[config.mk]
export PLATFORM = sky130hd
export DESIGN_NAME = spc_dist
export DESIGN_NICKNAME = d
export VERILOG_FILES = /design/src/hw/rtl/spc_pkg.sv /design/src/hw/rtl/spc_dist.sv
export SDC_FILE = /design/constraint.sdc
export NUM_CORES = 2
export LEC_CHECK = 0
export BUFFER_PORTS_ARGS = -buffer_cell sky130_fd_sc_hd__buf_2
export CAP_MARGIN = 20
export CORE_UTILIZATION = 40
export CTS_CLUSTER_DIAMETER = 30
export CTS_CLUSTER_SIZE = 14
export DETAILED_ROUTE_END_ITERATION = 8
export HOLD_SLACK_MARGIN = 0.02
export SLEW_MARGIN = 10
export SYNTH_ARGS = -nofsm -noshare
export SYNTH_HDL_FRONTEND = slang
export SYNTH_SLANG_ARGS = --single-unit
[constraint.sdc]
create_clock -name clk -period 8.6 [get_ports clk]
set_clock_uncertainty 0.1 [all_clocks]
set_input_delay 1.72 -clock clk [delete_from_list [all_inputs] [get_ports clk]]
set_output_delay 1.72 -clock clk [all_outputs]
set_load 0.01 [all_outputs]
[src/hw/rtl/spc_pkg.sv]
// spc_pkg: shared types and constants for the sphere placement contact check
// used by spc_store, spc_dist and sphere_placement_contact_check
package spc_pkg;

  localparam int MAX_SPHERES_DEF = 8192;
  localparam int COORD_BITS_DEF  = 18;

  localparam int RADIUS_W    = 16;
  localparam int TARGET_W    = 14;
  localparam int COUNT_OUT_W = 14;
  localparam int SPAN_W      = RADIUS_W + 1;
  localparam int LIMIT_W     = 2 * SPAN_W;
  localparam int CFG_DATA_W  = RADIUS_W;
  localparam int CFG_IDX_W   = 1;

  localparam logic [RADIUS_W-1:0] RADIUS_RST = RADIUS_W'(500);
  localparam logic [TARGET_W-1:0] TARGET_RST = TARGET_W'(6000);

  typedef enum logic [CFG_IDX_W-1:0] {
    CFG_RADIUS = 1'b0,
    CFG_TARGET = 1'b1
  } cfg_reg_t;

  typedef struct packed {
    logic hit_valid;
    logic hit;
    logic busy;
  } dist_status_t;

endpackage

[src/hw/rtl/spc_dist.sv]
// spc_dist: pipelined squared-distance unit, one stored centre per cycle
// depends on spc_pkg for the status struct and limit width
module spc_dist
  import spc_pkg::*;
#(
  parameter int COORD_BITS = COORD_BITS_DEF
) (
  input  logic                  clk,
  input  logic                  rst,
  input  logic                  flush,
  input  logic                  in_valid,
  input  logic [COORD_BITS-1:0] cand_x,
  input  logic [COORD_BITS-1:0] cand_y,
  input  logic [COORD_BITS-1:0] cand_z,
  input  logic [COORD_BITS-1:0] ref_x,
  input  logic [COORD_BITS-1:0] ref_y,
  input  logic [COORD_BITS-1:0] ref_z,
  input  logic [LIMIT_W-1:0]    limit,
  output dist_status_t          status
);

  localparam int SQ_W  = 2 * COORD_BITS;
  localparam int SUM_W = SQ_W + 2;
  localparam int CMP_W = (SUM_W > LIMIT_W) ? SUM_W : LIMIT_W;

  logic                  v1, v2, v3;
  logic [COORD_BITS-1:0] dx, dy, dz;
  logic [SQ_W-1:0]       sx, sy, sz;
  logic [SUM_W-1:0]      sum;
  logic                  hit;

  always_ff @(posedge clk) begin
    if (rst || flush) begin
      v1 <= 1'b0;
      v2 <= 1'b0;
      v3 <= 1'b0;
    end else begin
      v1 <= in_valid;
      v2 <= v1;
      v3 <= v2;
    end
  end

  always_ff @(posedge clk) begin
    dx  <= (cand_x >= ref_x) ? cand_x - ref_x : ref_x - cand_x;
    dy  <= (cand_y >= ref_y) ? cand_y - ref_y : ref_y - cand_y;
    dz  <= (cand_z >= ref_z) ? cand_z - ref_z : ref_z - cand_z;
    sx  <= SQ_W'(dx) * SQ_W'(dx);
    sy  <= SQ_W'(dy) * SQ_W'(dy);
    sz  <= SQ_W'(dz) * SQ_W'(dz);
    hit <= CMP_W'(sum) < CMP_W'(limit);
  end

  assign sum = SUM_W'(sx) + SUM_W'(sy) + SUM_W'(sz);

  assign status.hit_valid = v3;
  assign status.hit       = hit;
  assign status.busy      = v1 | v2 | v3;

endmodule

==> flow_metrics.env <==
export IMPL_cts_sinks=163
export IMPL_grt_pass1_vias=29300
export IMPL_grt_pass1_wl_um=146000
export IMPL_routed_wl_um=86600
export IMPL_grtUsageMet1=0.249
export IMPL_drtIter0Drc=1508
export IMPL_grt_busiest_layer="met2"
export IMPL_grt_max_degree=28
export IMPL_crit_slowest_cell="dfxtp_1"
export IMPL_synth_top_area_frac=0.360
export IMPL_ant_nets=0
export IMPL_final_layout_size_suffix_gt1_frac=0.0565
export IMPL_holdCritStartpoint="v1"
export IMPL_core_area_um2=95300
export IMPL_report_final_slew_viol_count=0
export IMPL_numCtsBuffers=17
export IMPL_critPathCaptureType="register"
export IMPL_cts_max_path_buffers=2
export IMPL_cts_hold_buffers_added=0
export IMPL_syn_area_um2=38600
export IMPL_crit_family="adder cells"
export IMPL_root_buffer="clkbuf_16"
export IMPL_ys_flop_type="dfxtp_1"
export IMPL_r2r_start="dy[11]"
export IMPL_hp_class="register to register"
export IMPL_grt_ovfl_total=0
export IMPL_synthToLayoutAreaGrowth_pct=6.68
export IMPL_finalCritPeriodShare=0.811
export IMPL_setup_violations=0
export IMPL_worstSetupStartpointType="register"
export IMPL_via_per_inst=4.91
export IMPL_synth_cell_types=87
export IMPL_vias=27800
export IMPL_synth_common_cells="inv_1 (1,100), fa_1 (694), ha_1 (511), nand2_1 (362), a21oi_1 (196)"
export IMPL_die_w_um=312
export IMPL_cp_max_fo=18
export IMPL_timing_final_hold_violations=0
export IMPL_dieHeight_um=312
export IMPL_htreeDepth=4
export IMPL_ctsResizeCount=0
export IMPL_antenna_found_initial=8
export IMPL_worst_path_largest_cell_delay_ps=910
export IMPL_maxSlewHeadroom=0.356
export IMPL_path_buf_inv=5
export IMPL_die_area_um2=97600
export IMPL_cp_common_cell="fa_1"
export IMPL_cp_arrival_ps=7260
export IMPL_n_fill_cell=9451
export IMPL_rsz0062_at_grt="false"
export IMPL_whs_ps=361
export IMPL_critPathKind="register to register"
export IMPL_grt_use_total=0.185
export IMPL_gp_congestion=0.903
export IMPL_postCtsSetupBuffers=0
export IMPL_seq_area_frac_synth=0.0846
export IMPL_synthMostInstantiatedCell="inv_1"
export IMPL_synth_area_leaders="fa_1 (36%), ha_1 (17%), inv_1 (11%)"
export IMPL_critPathRequiredTime_ps=8880
export IMPL_met2_usage=0.317
export IMPL_synth_seq_cells=163
export IMPL_yosysTopAreaCell="fa_1"
export IMPL_drt_drc_violations_left=0
export IMPL_clkSlewWorstSetupHoldPaths_ps=90
export IMPL_fin_crit_ps=6980
export IMPL_yosys_warnings=0
export IMPL_tns_ps=0
export IMPL_syn_avg_cell_area_um2=8.95
export IMPL_nNetsFinal=5731
export IMPL_worstMarginPinSlew_ps=956
export IMPL_start_util=0.405
export IMPL_dr_pass1_iters=6
export IMPL_clk_latency_ps=480
export IMPL_cts_tree="done"
export IMPL_crit_chain="nand2_1, inv_1, fa_1, fa_1, inv_1, fa_1, inv_1, fa_1, fa_1, inv_1, fa_1, inv_1, ha_1, a211o_1, o211ai_1, a21oi_1, o22ai_1, a21oi_1, a21oi_1, a311oi_1, and2_1, o21ai_0, a221oi_1"
export IMPL_avgRoutedWirePerCell_um=15.3
export IMPL_dp_hpwl_um=74300
export IMPL_io_buffers=148
export IMPL_async_flop_share=0
export IMPL_crit_path_start="dy[11]"
export IMPL_seqCellArea_um2=3260
export IMPL_gr_usage_met3=0.0246
export IMPL_max_freq_ghz=0.143
export IMPL_ios=149
export IMPL_synth_cells=4308
export IMPL_multi_input_area_um2=30700
export IMPL_fp_row_count=113
export IMPL_synth_enable_flop_cells=0
export IMPL_run_status="complete, no violations"
export IMPL_maxCapViolCount=0
placed cells by master (no fill, tap or decap), types with 8 or more instances in the layout:
| cell | netlist | routed |
|---|---|---|
| o21bai_1 | 35 | 35 |
| buf_4 | 8 | 11 |
| a211oi_1 | 18 | 18 |
| xor2_1 | 48 | 48 |
| fa_1 | 694 | 694 |
| inv_1 | 1100 | 1100 |
| clkbuf_16 | 0 | 17 |
| o21a_1 | 26 | 26 |
| nor2_1 | 128 | 128 |
| ha_1 | 511 | 511 |
| and2_1 | 187 | 187 |
| mux2_2 | 10 | 10 |
| o211ai_1 | 19 | 19 |
| nor3_1 | 30 | 30 |
| nand2b_1 | 29 | 29 |
| nand2_1 | 362 | 362 |
| a21o_1 | 94 | 94 |
| xnor2_1 | 140 | 140 |
| o21ai_0 | 97 | 97 |
| o31ai_1 | 8 | 8 |
| a211o_1 | 9 | 9 |
| a21oi_1 | 196 | 196 |
| mux2i_1 | 29 | 29 |
| and3_1 | 19 | 19 |
| buf_2 | 22 | 148 |
| dfxtp_1 | 163 | 163 |
| a221oi_1 | 9 | 9 |
| or2_2 | 16 | 16 |
| nor2b_1 | 36 | 36 |
| a31oi_1 | 20 | 20 |
| nand4_1 | 26 | 26 |
| nand3_1 | 32 | 32 |
| or3_1 | 9 | 9 |
path summary, 6_finish.rpt:
check | depth (start not counted) | slack (ps) | end
hold / removal | 1 | 360 | v2
hold reg to reg | 1 | 360 | v2
setup reg to reg | 23 | 1620 | sy[33]
setup / recovery | 23 | 1620 | sy[33]
logic make-up (layout without fill, tap and decap cells):
group                      after synthesis  count (layout)  share of synthesized area
buffers and inverters                 1207            1291                      0.119
adders and majority gates             1205            1205                      0.526
and+or+nand+nor                        899             899                      0.114
AOI/OAI and AO/OA                      604             604                      0.103
xor gates and xnor gates               188             188                     0.0427
DFF                                    163             163                     0.0846
muxes                                   40              40                     0.0108
other                                    2               4                   0.000195
metal layers:
layer | wire length [um] | vias up | part of all wire
met4 | 1380 | 6 | 0.016
met1 | 39100 | 13700 | 0.45
met3 | 3860 | 97 | 0.045
li1 | - | 13400 | -
met5 | 41 | - | 0.00047
met2 | 42200 | 554 | 0.49
final cells by class:
class / instances / area share
inverter: 1100 / 0.100
tap: 1265 / 0.0385
antenna: 1 / 0.0000608
sequential: 163 / 0.0793
clock buffer: 17 / 0.0103
clock inverter: 15 / 0.00490
multi-input combinational: 2939 / 0.747
timing repair buffer: 159 / 0.0200
through the flow:
stage / instances / util / area, um2 / setup WS [ps]
2_1_floorplan: 4309 / - / 38600 / 2130
3_3_place_gp: 5626 / 0.425 / 40500 / 1720
3_5_place_dp: 5626 / 0.425 / 40500 / 1630
4_1_cts: 5658 / 0.432 / 41100 / 1620
5_1_grt: 5658 / 0.432 / 41100 / 1220
6_report: 5659 / 0.432 / 41100 / 1620
flip-flops by register name, summed over array words and instances (netlist names):
signal,cells
dx,18
dy,18
dz,18
hit,1
sx,35
sy,35
sz,35
v1,1
v2,1
v3,1
Power is not shown: default switching activity piles up to over one toggle a cycle in this logic, so the estimate is an artifact.
